File: src/design/stpl_pkg.sv
// Shared types and constants of the slot table with linear probing.
package stpl_pkg;

   localparam int SLOT_COUNT = 64;
   localparam int IDX_W = 6;
   localparam int TAG_W = 31;
   localparam int CNT_W = 7;
   localparam int OP_W = 2;
   localparam int STATUS_W = 3;

   localparam int ACTIVE_LIMIT_INT = (SLOT_COUNT < 64) ? SLOT_COUNT : 64;
   localparam logic [CNT_W-1:0] ACTIVE_LIMIT = CNT_W'(ACTIVE_LIMIT_INT);
   localparam logic [CNT_W-1:0] SLOTS_RESET = 7'd64;
   localparam logic [IDX_W-1:0] LAST_STEP = IDX_W'(SLOT_COUNT - 1);

   typedef enum logic [OP_W-1:0] {
      OP_INSERT,
      OP_REMOVE,
      OP_MOVE,
      OP_LIST
   } op_type;

   typedef enum logic [STATUS_W-1:0] {
      STAT_OK,
      STAT_PROBED,
      STAT_FULL,
      STAT_NOT_FOUND,
      STAT_OCCUPIED,
      STAT_BAD_INDEX
   } status_type;

   typedef struct packed {
      logic             shift;
      logic             wr_en;
      logic [TAG_W-1:0] wr_tag;
   } ring_ctl_type;

endpackage

File: src/design/slot_table_linear_probe_core.sv
// Top level of the slot table: command sequencer around the rotating ring of slot cells.
//
// A command rejected for a bad index or a zero insert tag answers in the cycle after it
// is taken. Remove, list, a failed move, a full insert and an insert that lands in or after
// its preferred slot take one ring revolution plus a decision state. An insert that wraps
// below its preferred slot and a successful move need a second revolution. busy is high
// until the final word is strobed, and a new command is taken in the cycle after busy falls;
// no command is taken while busy. The ring moves one slot past the head cell per cycle
// during a revolution. A rejected command never raises busy, so the next one can be taken
// at the following edge.
// Reset (synchronous, active high) empties every slot and sets the slot count register to 64.
// Result words are strobed on rsp_valid for one cycle each; the receiver cannot stall them.
module slot_table_linear_probe_core
   import stpl_pkg::*;
(
   input  logic                clock,
   input  logic                reset,
   input  logic                start,
   output logic                busy,
   input  logic [OP_W-1:0]     req_op,
   input  logic [TAG_W-1:0]    req_tag,
   input  logic [IDX_W-1:0]    req_slot_index,
   input  logic [IDX_W-1:0]    req_target_index,
   input  logic                csr_wr_en,
   input  logic [CNT_W-1:0]    csr_wr_data,
   output logic                rsp_valid,
   output logic [STATUS_W-1:0] rsp_status,
   output logic [IDX_W-1:0]    rsp_slot_out,
   output logic [TAG_W-1:0]    rsp_tag_out,
   output logic                rsp_last
);

   typedef enum logic [1:0] {
      ST_IDLE,
      ST_PASS1,
      ST_DECIDE,
      ST_PASS2
   } state_type;

   // Configuration register and the clamped count of active slots.
   logic [CNT_W-1:0] slots_ff;
   logic [CNT_W-1:0] slots_in;
   logic [CNT_W-1:0] n_act;

   assign slots_in = csr_wr_en ? csr_wr_data : slots_ff;

   always_ff @(posedge clock) begin
      if (reset) begin
         slots_ff <= SLOTS_RESET;
      end else begin
         slots_ff <= slots_in;
      end
   end

   always_comb begin
      if (slots_ff == '0) begin
         n_act = CNT_W'(1);
      end else if (slots_ff > ACTIVE_LIMIT) begin
         n_act = ACTIVE_LIMIT;
      end else begin
         n_act = slots_ff;
      end
   end

   // Sequencer state. The step counter names the slot now sitting in the head cell; every
   // revolution shifts each slot once past the head, so the ring is back in place whenever idle.
   state_type        state_ff, state_in;
   logic [IDX_W-1:0] step_ff, step_in;
   op_type           op_ff, op_in;
   logic [TAG_W-1:0] tag_ff, tag_in;
   logic [IDX_W-1:0] src_ff, src_in;
   logic [IDX_W-1:0] dst_ff, dst_in;
   logic [TAG_W-1:0] src_tag_ff, src_tag_in;
   logic [TAG_W-1:0] dst_tag_ff, dst_tag_in;
   logic             found_ff, found_in;
   logic [IDX_W-1:0] hit_ff, hit_in;
   logic             low_valid_ff, low_valid_in;
   logic [IDX_W-1:0] low_ff, low_in;
   logic             pend_valid_ff, pend_valid_in;
   logic [IDX_W-1:0] pend_slot_ff, pend_slot_in;
   logic [TAG_W-1:0] pend_tag_ff, pend_tag_in;

   // Result word registers.
   logic             rsp_valid_ff, rsp_valid_in;
   status_type       rsp_status_ff, rsp_status_in;
   logic [IDX_W-1:0] rsp_slot_ff, rsp_slot_in;
   logic [TAG_W-1:0] rsp_tag_ff, rsp_tag_in;
   logic             rsp_last_ff, rsp_last_in;

   ring_ctl_type     ring_ctl;
   logic [TAG_W-1:0] head_tag;
   logic             head_active;
   logic             src_ok;
   logic             dst_ok;

   stpl_ring u_ring (
      .clock    (clock),
      .reset    (reset),
      .ctl      (ring_ctl),
      .head_tag (head_tag)
   );

   assign head_active = {1'b0, step_ff} < n_act;
   assign src_ok = {1'b0, req_slot_index} < n_act;
   assign dst_ok = {1'b0, req_target_index} < n_act;

   always_comb begin
      state_in      = state_ff;
      step_in       = step_ff;
      op_in         = op_ff;
      tag_in        = tag_ff;
      src_in        = src_ff;
      dst_in        = dst_ff;
      src_tag_in    = src_tag_ff;
      dst_tag_in    = dst_tag_ff;
      found_in      = found_ff;
      hit_in        = hit_ff;
      low_valid_in  = low_valid_ff;
      low_in        = low_ff;
      pend_valid_in = pend_valid_ff;
      pend_slot_in  = pend_slot_ff;
      pend_tag_in   = pend_tag_ff;
      rsp_valid_in  = 1'b0;
      rsp_status_in = rsp_status_ff;
      rsp_slot_in   = rsp_slot_ff;
      rsp_tag_in    = rsp_tag_ff;
      rsp_last_in   = rsp_last_ff;
      ring_ctl      = '0;

      case (state_ff)
         ST_IDLE: begin
            if (start) begin
               op_in         = op_type'(req_op);
               tag_in        = req_tag;
               src_in        = req_slot_index;
               dst_in        = req_target_index;
               step_in       = '0;
               found_in      = 1'b0;
               low_valid_in  = 1'b0;
               pend_valid_in = 1'b0;
               // Range and zero-tag checks answer at once without touching the ring.
               if ((op_type'(req_op) == OP_INSERT && (!src_ok || req_tag == '0)) ||
                   (op_type'(req_op) == OP_REMOVE && !src_ok) ||
                   (op_type'(req_op) == OP_MOVE && (!src_ok || !dst_ok))) begin
                  rsp_valid_in  = 1'b1;
                  rsp_status_in = STAT_BAD_INDEX;
                  rsp_slot_in   = (op_type'(req_op) == OP_MOVE && src_ok) ?
                                  req_target_index : req_slot_index;
                  rsp_tag_in    = '0;
                  rsp_last_in   = 1'b1;
               end else begin
                  state_in = ST_PASS1;
               end
            end
         end

         ST_PASS1: begin
            ring_ctl.shift = 1'b1;
            step_in = step_ff + IDX_W'(1);
            case (op_ff)
               OP_INSERT: begin
                  if (step_ff == src_ff) begin
                     src_tag_in = head_tag;
                  end
                  // First empty slot at or after the preferred one is written on the fly;
                  // the first empty one below it is only remembered for a second revolution.
                  if (head_active && head_tag == '0) begin
                     if (step_ff >= src_ff && !found_ff) begin
                        ring_ctl.wr_en  = 1'b1;
                        ring_ctl.wr_tag = tag_ff;
                        found_in        = 1'b1;
                        hit_in          = step_ff;
                     end else if (step_ff < src_ff && !low_valid_ff) begin
                        low_valid_in = 1'b1;
                        low_in       = step_ff;
                     end
                  end
               end
               OP_REMOVE: begin
                  if (step_ff == src_ff) begin
                     src_tag_in = head_tag;
                     if (head_tag == tag_ff) begin
                        ring_ctl.wr_en  = 1'b1;
                        ring_ctl.wr_tag = '0;
                     end
                  end
               end
               OP_MOVE: begin
                  if (step_ff == src_ff) begin
                     src_tag_in = head_tag;
                  end
                  if (step_ff == dst_ff) begin
                     dst_tag_in = head_tag;
                  end
               end
               OP_LIST: begin
                  // Each occupied slot is held back one find so the final one can carry last.
                  if (head_active && head_tag != '0) begin
                     if (pend_valid_ff) begin
                        rsp_valid_in  = 1'b1;
                        rsp_status_in = STAT_OK;
                        rsp_slot_in   = pend_slot_ff;
                        rsp_tag_in    = pend_tag_ff;
                        rsp_last_in   = 1'b0;
                     end
                     pend_valid_in = 1'b1;
                     pend_slot_in  = step_ff;
                     pend_tag_in   = head_tag;
                  end
               end
               default: begin
                  state_in = ST_IDLE;
               end
            endcase
            if (step_ff == LAST_STEP) begin
               state_in = ST_DECIDE;
            end
         end

         ST_DECIDE: begin
            state_in    = ST_IDLE;
            rsp_last_in = 1'b1;
            case (op_ff)
               OP_INSERT: begin
                  if (found_ff) begin
                     rsp_valid_in  = 1'b1;
                     rsp_status_in = (hit_ff == src_ff) ? STAT_OK : STAT_PROBED;
                     rsp_slot_in   = hit_ff;
                     rsp_tag_in    = tag_ff;
                  end else if (low_valid_ff) begin
                     state_in = ST_PASS2;
                  end else begin
                     rsp_valid_in  = 1'b1;
                     rsp_status_in = STAT_FULL;
                     rsp_slot_in   = src_ff;
                     rsp_tag_in    = src_tag_ff;
                  end
               end
               OP_REMOVE: begin
                  rsp_valid_in = 1'b1;
                  rsp_slot_in  = src_ff;
                  if (src_tag_ff == tag_ff) begin
                     rsp_status_in = STAT_OK;
                     rsp_tag_in    = '0;
                  end else begin
                     rsp_status_in = STAT_NOT_FOUND;
                     rsp_tag_in    = src_tag_ff;
                  end
               end
               OP_MOVE: begin
                  if (src_tag_ff != tag_ff) begin
                     rsp_valid_in  = 1'b1;
                     rsp_status_in = STAT_NOT_FOUND;
                     rsp_slot_in   = src_ff;
                     rsp_tag_in    = src_tag_ff;
                  end else if (dst_tag_ff != '0) begin
                     rsp_valid_in  = 1'b1;
                     rsp_status_in = STAT_OCCUPIED;
                     rsp_slot_in   = dst_ff;
                     rsp_tag_in    = dst_tag_ff;
                  end else begin
                     state_in = ST_PASS2;
                  end
               end
               OP_LIST: begin
                  rsp_valid_in = 1'b1;
                  if (pend_valid_ff) begin
                     rsp_status_in = STAT_OK;
                     rsp_slot_in   = pend_slot_ff;
                     rsp_tag_in    = pend_tag_ff;
                  end else begin
                     rsp_status_in = STAT_NOT_FOUND;
                     rsp_slot_in   = '0;
                     rsp_tag_in    = '0;
                  end
               end
               default: begin
                  rsp_valid_in = 1'b0;
               end
            endcase
         end

         ST_PASS2: begin
            ring_ctl.shift = 1'b1;
            step_in = step_ff + IDX_W'(1);
            if (op_ff == OP_INSERT) begin
               if (step_ff == low_ff) begin
                  ring_ctl.wr_en  = 1'b1;
                  ring_ctl.wr_tag = tag_ff;
               end
            end else begin
               // Move: the target write wins when source and target coincide.
               if (step_ff == dst_ff) begin
                  ring_ctl.wr_en  = 1'b1;
                  ring_ctl.wr_tag = tag_ff;
               end else if (step_ff == src_ff) begin
                  ring_ctl.wr_en  = 1'b1;
                  ring_ctl.wr_tag = '0;
               end
            end
            if (step_ff == LAST_STEP) begin
               state_in      = ST_IDLE;
               rsp_valid_in  = 1'b1;
               rsp_tag_in    = tag_ff;
               rsp_last_in   = 1'b1;
               if (op_ff == OP_INSERT) begin
                  rsp_status_in = STAT_PROBED;
                  rsp_slot_in   = low_ff;
               end else begin
                  rsp_status_in = STAT_OK;
                  rsp_slot_in   = dst_ff;
               end
            end
         end

         default: begin
            state_in = ST_IDLE;
         end
      endcase
   end

   always_ff @(posedge clock) begin
      if (reset) begin
         state_ff      <= ST_IDLE;
         step_ff       <= '0;
         found_ff      <= 1'b0;
         low_valid_ff  <= 1'b0;
         pend_valid_ff <= 1'b0;
         rsp_valid_ff  <= 1'b0;
      end else begin
         state_ff      <= state_in;
         step_ff       <= step_in;
         found_ff      <= found_in;
         low_valid_ff  <= low_valid_in;
         pend_valid_ff <= pend_valid_in;
         rsp_valid_ff  <= rsp_valid_in;
      end
      op_ff         <= op_in;
      tag_ff        <= tag_in;
      src_ff        <= src_in;
      dst_ff        <= dst_in;
      src_tag_ff    <= src_tag_in;
      dst_tag_ff    <= dst_tag_in;
      hit_ff        <= hit_in;
      low_ff        <= low_in;
      pend_slot_ff  <= pend_slot_in;
      pend_tag_ff   <= pend_tag_in;
      rsp_status_ff <= rsp_status_in;
      rsp_slot_ff   <= rsp_slot_in;
      rsp_tag_ff    <= rsp_tag_in;
      rsp_last_ff   <= rsp_last_in;
   end

   assign busy         = (state_ff != ST_IDLE);
   assign rsp_valid    = rsp_valid_ff;
   assign rsp_status   = rsp_status_ff;
   assign rsp_slot_out = rsp_slot_ff;
   assign rsp_tag_out  = rsp_tag_ff;
   assign rsp_last     = rsp_last_ff;

   // The ring must be back in its home position whenever no command is in flight.
   a_ring_home: assert property (@(posedge clock) disable iff (reset)
      state_ff == ST_IDLE |-> step_ff == '0)
      else $error("ring not aligned while idle");

   // Only the words of a list that are followed by another one leave last low.
   a_last_only_list: assert property (@(posedge clock) disable iff (reset)
      rsp_valid && !rsp_last |-> rsp_status == STAT_OK && op_ff == OP_LIST)
      else $error("intermediate word outside a list");

   // A taken command either starts a revolution or is rejected at once.
   a_start_acts: assert property (@(posedge clock) disable iff (reset)
      start && !busy |=> busy || rsp_valid)
      else $error("command dropped");

   // A second insert revolution only runs when a wrapped empty slot was found.
   a_pass2_insert: assert property (@(posedge clock) disable iff (reset)
      state_ff == ST_PASS2 && op_ff == OP_INSERT |-> low_valid_ff && !found_ff)
      else $error("second insert revolution without a target");

endmodule

File: src/design/stpl_cell.sv
// One slot cell of the rotating ring: holds a tag and takes its neighbor's tag on a shift.
module stpl_cell
   import stpl_pkg::*;
(
   input  logic             clock,
   input  logic             reset,
   input  logic             shift,
   input  logic [TAG_W-1:0] d_tag,
   output logic [TAG_W-1:0] q_tag
);

   logic [TAG_W-1:0] tag_ff;
   logic [TAG_W-1:0] tag_in;

   assign tag_in = shift ? d_tag : tag_ff;

   always_ff @(posedge clock) begin
      if (reset) begin
         tag_ff <= '0;
      end else begin
         tag_ff <= tag_in;
      end
   end

   assign q_tag = tag_ff;

endmodule

File: src/design/stpl_ring.sv
// Ring of slot cells; the head cell is read and its word re-enters at the tail, optionally replaced.
module stpl_ring
   import stpl_pkg::*;
(
   input  logic             clock,
   input  logic             reset,
   input  ring_ctl_type     ctl,
   output logic [TAG_W-1:0] head_tag
);

   logic [TAG_W-1:0] cell_q [SLOT_COUNT];
   logic [TAG_W-1:0] tail_d;

   // The slot leaving the head wraps to the tail, replaced when a write is due.
   assign tail_d = ctl.wr_en ? ctl.wr_tag : cell_q[0];

   for (genvar i = 0; i < SLOT_COUNT; i++) begin : g_cell
      logic [TAG_W-1:0] d_tag;
      if (i == SLOT_COUNT - 1) begin : g_tail
         assign d_tag = tail_d;
      end else begin : g_body
         assign d_tag = cell_q[i+1];
      end
      stpl_cell u_cell (
         .clock (clock),
         .reset (reset),
         .shift (ctl.shift),
         .d_tag (d_tag),
         .q_tag (cell_q[i])
      );
   end

   assign head_tag = cell_q[0];

endmodule

File: config.mk
export PLATFORM = sky130hd
export DESIGN_NAME = slot_table_linear_probe_core
export DESIGN_NICKNAME = d
export VERILOG_FILES = /design/src/design/stpl_pkg.sv /design/src/design/slot_table_linear_probe_core.sv /design/src/design/stpl_cell.sv /design/src/design/stpl_ring.sv
export SDC_FILE = /design/constraint.sdc
export NUM_CORES = 2
export LEC_CHECK = 0
export BUFFER_PORTS_ARGS = -buffer_cell sky130_fd_sc_hd__buf_2
export CAP_MARGIN = 30
export CORE_UTILIZATION = 35
export DETAILED_ROUTE_END_ITERATION = 6
export PLACE_DENSITY = 0.53
export SETUP_SLACK_MARGIN = 0.02
export SYNTH_ARGS = -nofsm -noshare
export SYNTH_HDL_FRONTEND = slang
export SYNTH_SLANG_ARGS = --single-unit
export TNS_END_PERCENT = 50
File: constraint.sdc
create_clock -name clock -period 13.6 [get_ports clock]
set_input_delay 0.68 -clock clock [delete_from_list [all_inputs] [get_ports clock]]
set_output_delay 0.68 -clock clock [all_outputs]
set_load 0.05 [all_outputs]
== After elaboration in Yosys (flattened, before gate mapping) ==
Cells that the tools add are included.
Operators by class
  order comparisons: 6
  eq/ne operators: 31
  bitwise operators: 1
  reduce and logical (&&, ||, !) cells: 43
  multiplexer cells: 102
  add/subtract/negate cells: 1
Operators with widths (number)
  $mux W31: 13
  $mux W32: 8
  $pmux W31 S4: 2
  $mux W6: 14
  $pmux W33 S2: 1
  $pmux W32 S2: 1
  $eq A31 B31 Y1: 2
  $logic_not A31 Y1: 2
  $reduce_bool A31 Y1: 2
  $pmux W6 S4: 2
  $ne A31 B31 Y1: 1
  $mux W3: 10
  $mux W1: 28
  $ne A2 B2 Y1 const B: 13
  $eq A6 B6 Y1: 4
  $pmux W3 S4: 2
  $lt A6 B7 Y1: 3
  $mux W2: 10
  $mux W7: 2
  $pmux W6 S2: 1
  $reduce_and A4 Y1: 3
  $reduce_and A6 Y1: 2
  $eq A2 B2 Y1 const B: 5
  $reduce_and A5 Y1: 2
  24 further kinds: 51
Storage, ports and cells
  register bits after elaboration: 2200
  output and inout bits: 43
  bits of input ports: 56

== Depth between registers and ports, before layout ==
  word-level depth: 12
  mapped depth: 11
  gate-level depth less buffers: 9

== Modules after synthesis ==
A second synthesis with hierarchy kept.
Second synthesis, totals
  cell total of the unflattened synthesis: 7409
  area, all modules: 84035.6 µm²
Modules (own cells, without submodules)
  stpl_cell: cells each 100, area each 1129.8 µm², times used 64
  slot_table_linear_probe_core: cells each 975, area each 11343.4 µm², times used 1
  stpl_ring: cells each 34, area each 382.9 µm², times used 1

== Least setup slack after synthesis ==
No wires, ideal clock.
  path type: reg-to-reg
  from: register slots_ff[6]
  to: register rsp_slot_ff[0] (netlist: rsp_slot_out[0]) (enable)
  cell stages (with the launch flop): 10
  period minus slack after synthesis: 4.448 ns
  slack: 9.152 ns
  required time: 13.162 ns
  buffers on the path: 1
  data arrival time: 4.010 ns
  cell sequence: dfxtp_1 clkbuf_1 nand2b_1 ha_1 a2111oi_0 a221oi_2 or4_1 nor2_1 o22ai_1 nor2_1
On the way
  cells in the longest elaborated chain, start to end: 11
  elaborated cells between the ends (all ways): 20
  those cells by class: order compare: 4; eq/ne: 2; mux: 2; reduce/logical: 12
RTL lines
  start: declaration: line slot_table_linear_probe_core.sv:41  | logic [CNT_W-1:0] slots_ff;
  start signal: assignment: line slot_table_linear_probe_core.sv:51  | slots_ff <= slots_in;
  $gt A7 B7 Y1: line slot_table_linear_probe_core.sv:58  | end else if (slots_ff > ACTIVE_LIMIT) begin
  $mux W7: line slot_table_linear_probe_core.sv:58
  $mux W7 *: line slot_table_linear_probe_core.sv:56  | if (slots_ff == '0) begin
  $lt A6 B7 Y1: line slot_table_linear_probe_core.sv:104  | assign src_ok = {1'b0, req_slot_index} < n_act;
  $logic_not A1 Y1: line slot_table_linear_probe_core.sv:142, slot_table_linear_probe_core.sv:143, slot_table_linear_probe_core.sv:144
  $logic_or A1 B1 Y1: line slot_table_linear_probe_core.sv:142  | if ((op_type'(req_op) == OP_INSERT && (!src_ok || req_tag == '0)) ||
  $logic_and A1 B1 Y1: line slot_table_linear_probe_core.sv:142
  $logic_or A1 B1 Y1: line slot_table_linear_probe_core.sv:142
  $logic_or A1 B1 Y1: line slot_table_linear_probe_core.sv:143  | (op_type'(req_op) == OP_REMOVE && !src_ok) ||
  $ne A2 B2 Y1 (no line)
  $reduce_and A8 Y1 (no line) *
  end signal: assignment: line slot_table_linear_probe_core.sv:349  | rsp_slot_ff <= rsp_slot_in;
  end: declaration: line slot_table_linear_probe_core.sv:86  | logic [IDX_W-1:0] rsp_slot_ff, rsp_slot_in;
Mark *: on every way between the ends. The rest lies on a longest branch, timed or not.
A chain may end at the register's enable or synchronous reset.

== Final worst setup path ==
  from: register state_ff[0]
  to: register u_ring.g_cell[31].u_cell.tag_ff[10]
On the way
  cells in the longest elaborated chain, start to end: 2
  elaborated cells between the ends (all ways): 3
  those cells by class: eq/ne: 2; mux: 1
RTL lines
  start: declaration: line slot_table_linear_probe_core.sv:67  | state_type state_ff, state_in;
  start signal: assignment: line slot_table_linear_probe_core.sv:331  | state_ff <= state_in;
  $eq A2 B2 Y1 or $eq A2 B1 Y1 (tied branches): line slot_table_linear_probe_core.sv:130  | case (state_ff)
  $pmux W33 S2 *: line slot_table_linear_probe_core.sv:130
  end signal: assignment: line stpl_cell.sv:21  | tag_ff <= tag_in;
  end: declaration: line stpl_cell.sv:12  | logic [TAG_W-1:0] tag_ff;
Marked as above.

==> impl_metrics.toml <==
[sta]
hold_violations = 0
relSlewSlack_pct = 25.4
rsz0062_at_grt = "false"
clock_skew_ns = 0.0469
setup_viol = 0
drv_slew = 0
setup_tns_ns = 0
fin_crit_sh_pct = 36.4
fmax_ghz = 0.202
tightest_slew_ns = 1.12
min_period_ns = 4.95

[die]
die_area_sq_mm = 0.230
coreArea_sq_mm = 0.226
start_util_pct = 35.4
die_h_um = 480
num_rows = 174
io_pins = 99
fp.dieW_um = 480

[route]
wl_per_cell_um = 14.5
first_pass_iters = 5
route.vias.total = 48600
route.detailed.drc = 0
wirelength_um = 152000
post_drt_via_cell_ratio = 4.66
ant_nets = 0
drt_iter0_markers = 2835

[critical_path]
cp-startpoint = "state_ff[0]"
arrival_ns = 5.61
end_kind = "register"
timing.rr.start = "state_ff[0]"
path_max_fanout = 133
crit_type = "reg -> reg"
start_kind = "register"
cp_data_required_time_ns = 14.26

[clock_tree]
clockBufferDepth = 3
clk_pin_slew_ns = 0.06
cts_root_buf = "clkbuf_16"
ctsResizeCount = 0
cts_buffers = 225
clk_latency_ns = 0.86
cts_sinks = 2200
htreeDepth = 4
cts_setup_buffers = 0
cts_tree = "done"

[synth]
synth_seq_area_share_pct = 57.6
syn_avg_cell_area_sq_um = 10.9
synth_area_sq_mm = 0.0798
ys_seq_elements = 2200
ys.flop_type = "dfxtp_1"
synthMostInstantiatedCell = "dfxtp_1"
synthCells = 7337
ys_warn_count = 0
ys_types = 53
synth_area_leaders = "dfxtp_1, mux2i_1, nor2_1"
syn-num-nets = 7415
synth-edff-count = 197
async_reset_ff_share_pct = 0
synth_common_cells = "dfxtp_1, nor2_1, mux2i_1"
synth_top_area_cell = "dfxtp_1"
synth_top_area_share_pct = 50.2

[cells_and_area]
nNetsFinal = 7334
area_growth_pct = 14.1
nFillCells = 21600
layout.cells.non_filler = 10400
drive_gt1_share_pct = 8.29

[global_route]
antenna_found_initial = 10
grt_max_degree = 247
grt.overflow.total = 0
grt_pass1_wl_um = 246000
grt_usage_pct = 12.9
grt_pass1_vias = 46300

[place]
dp.cells = 9996
dp_hpwl_um = 90800
port_buffers = 98
gp_congestion = 0.797

[pwr]
p_leak_nw = 33.8
power.total_mw = 13.7
ir_drop_mv = 0.105
power_density_mw_per_mm2 = 150

[outcome]
status = "complete, no violations"

[job]
cap_violations = 0

[min_path]
min_from = "req_slot_index[1]"
hold_class = "in -> reg"
[cell families (layout without fill, tap and decap cells)]
family / Yosys count / count (layout) / synth area share, %
AO/OA/AOI/OAI: 222 / 222 / 1.90
multiplexers: 2040 / 2040 / 25.7
XOR/XNOR: 81 / 81 / 0.889
flip-flops: 2200 / 2200 / 57.6
buffers and inverters: 519 / 628 / 2.50
AND/OR/NAND/NOR: 2253 / 2253 / 11.1
other: 0 / 4 / 0
adder cells (fa/ha/maj): 22 / 22 / 0.345
[power breakdown]
part	total (mW)	switching, mW	internal (mW)	leakage, nW
logic	0.772	0.474	0.298	12.0
registers	6.60	0.0414	6.56	18.0
clock network	6.29	2.55	3.74	3.84
[state kept, by name, summed over array words and instances, names as in the netlist, 7 cells and up]
| name | count |
|---|---|
| u_ring.g_cell.u_cell.q_tag | 1984 |
| dst_tag_ff | 31 |
| pend_tag_ff | 31 |
| rsp_tag_out | 31 |
| src_tag_ff | 31 |
| tag_ff | 31 |
| slots_ff | 7 |
[layout by cell type, fill, tap and decap left out, types with 5 or more instances in the layout]
master         count
dfxtp_1         2000
nor2_1          1979
mux2i_1         1978
clkbuf_16        232
edfxtp_1         197
nand2_1          133
buf_2             97
o21ai_0           81
mux2_2            62
clkbuf_8          62
xor2_1            51
clkbuf_1          50
buf_4             48
nor4_1            39
a21oi_1           37
clkinv_2          34
a221oi_1          33
and2_1            31
a221o_1           31
xnor2_1           30
inv_1             24
ha_1              22
dlygate4sd3_1     20
nand4_1           16
bufinv_16         14
nand3_1           12
buf_12            12
buf_16             9
nand2b_1           8
nor3_1             6
a31oi_1            6
a211oi_1           6
o31a_1             6
a21o_1             5
clkinv_8           5
[routing by layer]
metal	wire length [um]	vias up	track usage (%)
met5	0	-	0
met4	4880	0	5.02
met3	5860	290	2.34
met2	69500	662	20.9
met1	71600	23000	17.1
li1	-	24700	-
[final cells by class]
| cell class | count | area [sq um] | area share, % |
|---|---|---|---|
| multi-input combinational | 4618 | 31900 | 35.0 |
| sequential | 2200 | 46000 | 50.5 |
| clock buffer | 344 | 6850 | 7.52 |
| tap | 2992 | 3740 | 4.11 |
| timing repair buffer | 186 | 1530 | 1.68 |
| inverter | 25 | 93.8 | 0.103 |
| clock inverter | 73 | 928 | 1.02 |
| antenna | 4 | 10.0 | 0.0110 |
[metrics by stage]
step           hold WS (ns)  util (%)  worst slack, ns  area (sq um)
6_report             0.0842      40.3             8.65         91100
5_1_grt              0.0324      40.3             8.34         91000
4_1_cts            0.000184      40.3             8.61         90900
3_5_place_dp          0.478      36.7             8.65         83000
3_3_place_gp          0.471      36.7             8.00         82800
2_1_floorplan         0.455         -             9.15         79800
[worst max-delay path: stages (launching register included)]
cell and delay, ns:
dfxtp_4 0.72, buf_12 0.60, buf_4 0.87, buf_4 0.77, buf_4 0.34, buf_4 0.78
mux2i_1 0.29, nor2_1 0.06
[repair_timing]
| action | 4_1_cts | 5_1_grt |
|---|---|---|
| endpoints found under the hold margin | 20 | 0 |
| hold buffers | 20 | 0 |
| endpoints found under the setup margin | 0 | 0 |
[path summary, 6_finish.rpt]
path,end,slack [ns],depth (start not counted)
worst max-delay path,u_ring.g_cell[31].u_cell.q_tag[10],8.65,7
worst min-delay path,src_ff[1],0.08,1
worst max register to register,u_ring.g_cell[31].u_cell.q_tag[10],8.65,7
worst min register to register,u_ring.g_cell[33].u_cell.q_tag[5],0.47,2
Power figures use the tool's default switching activity.
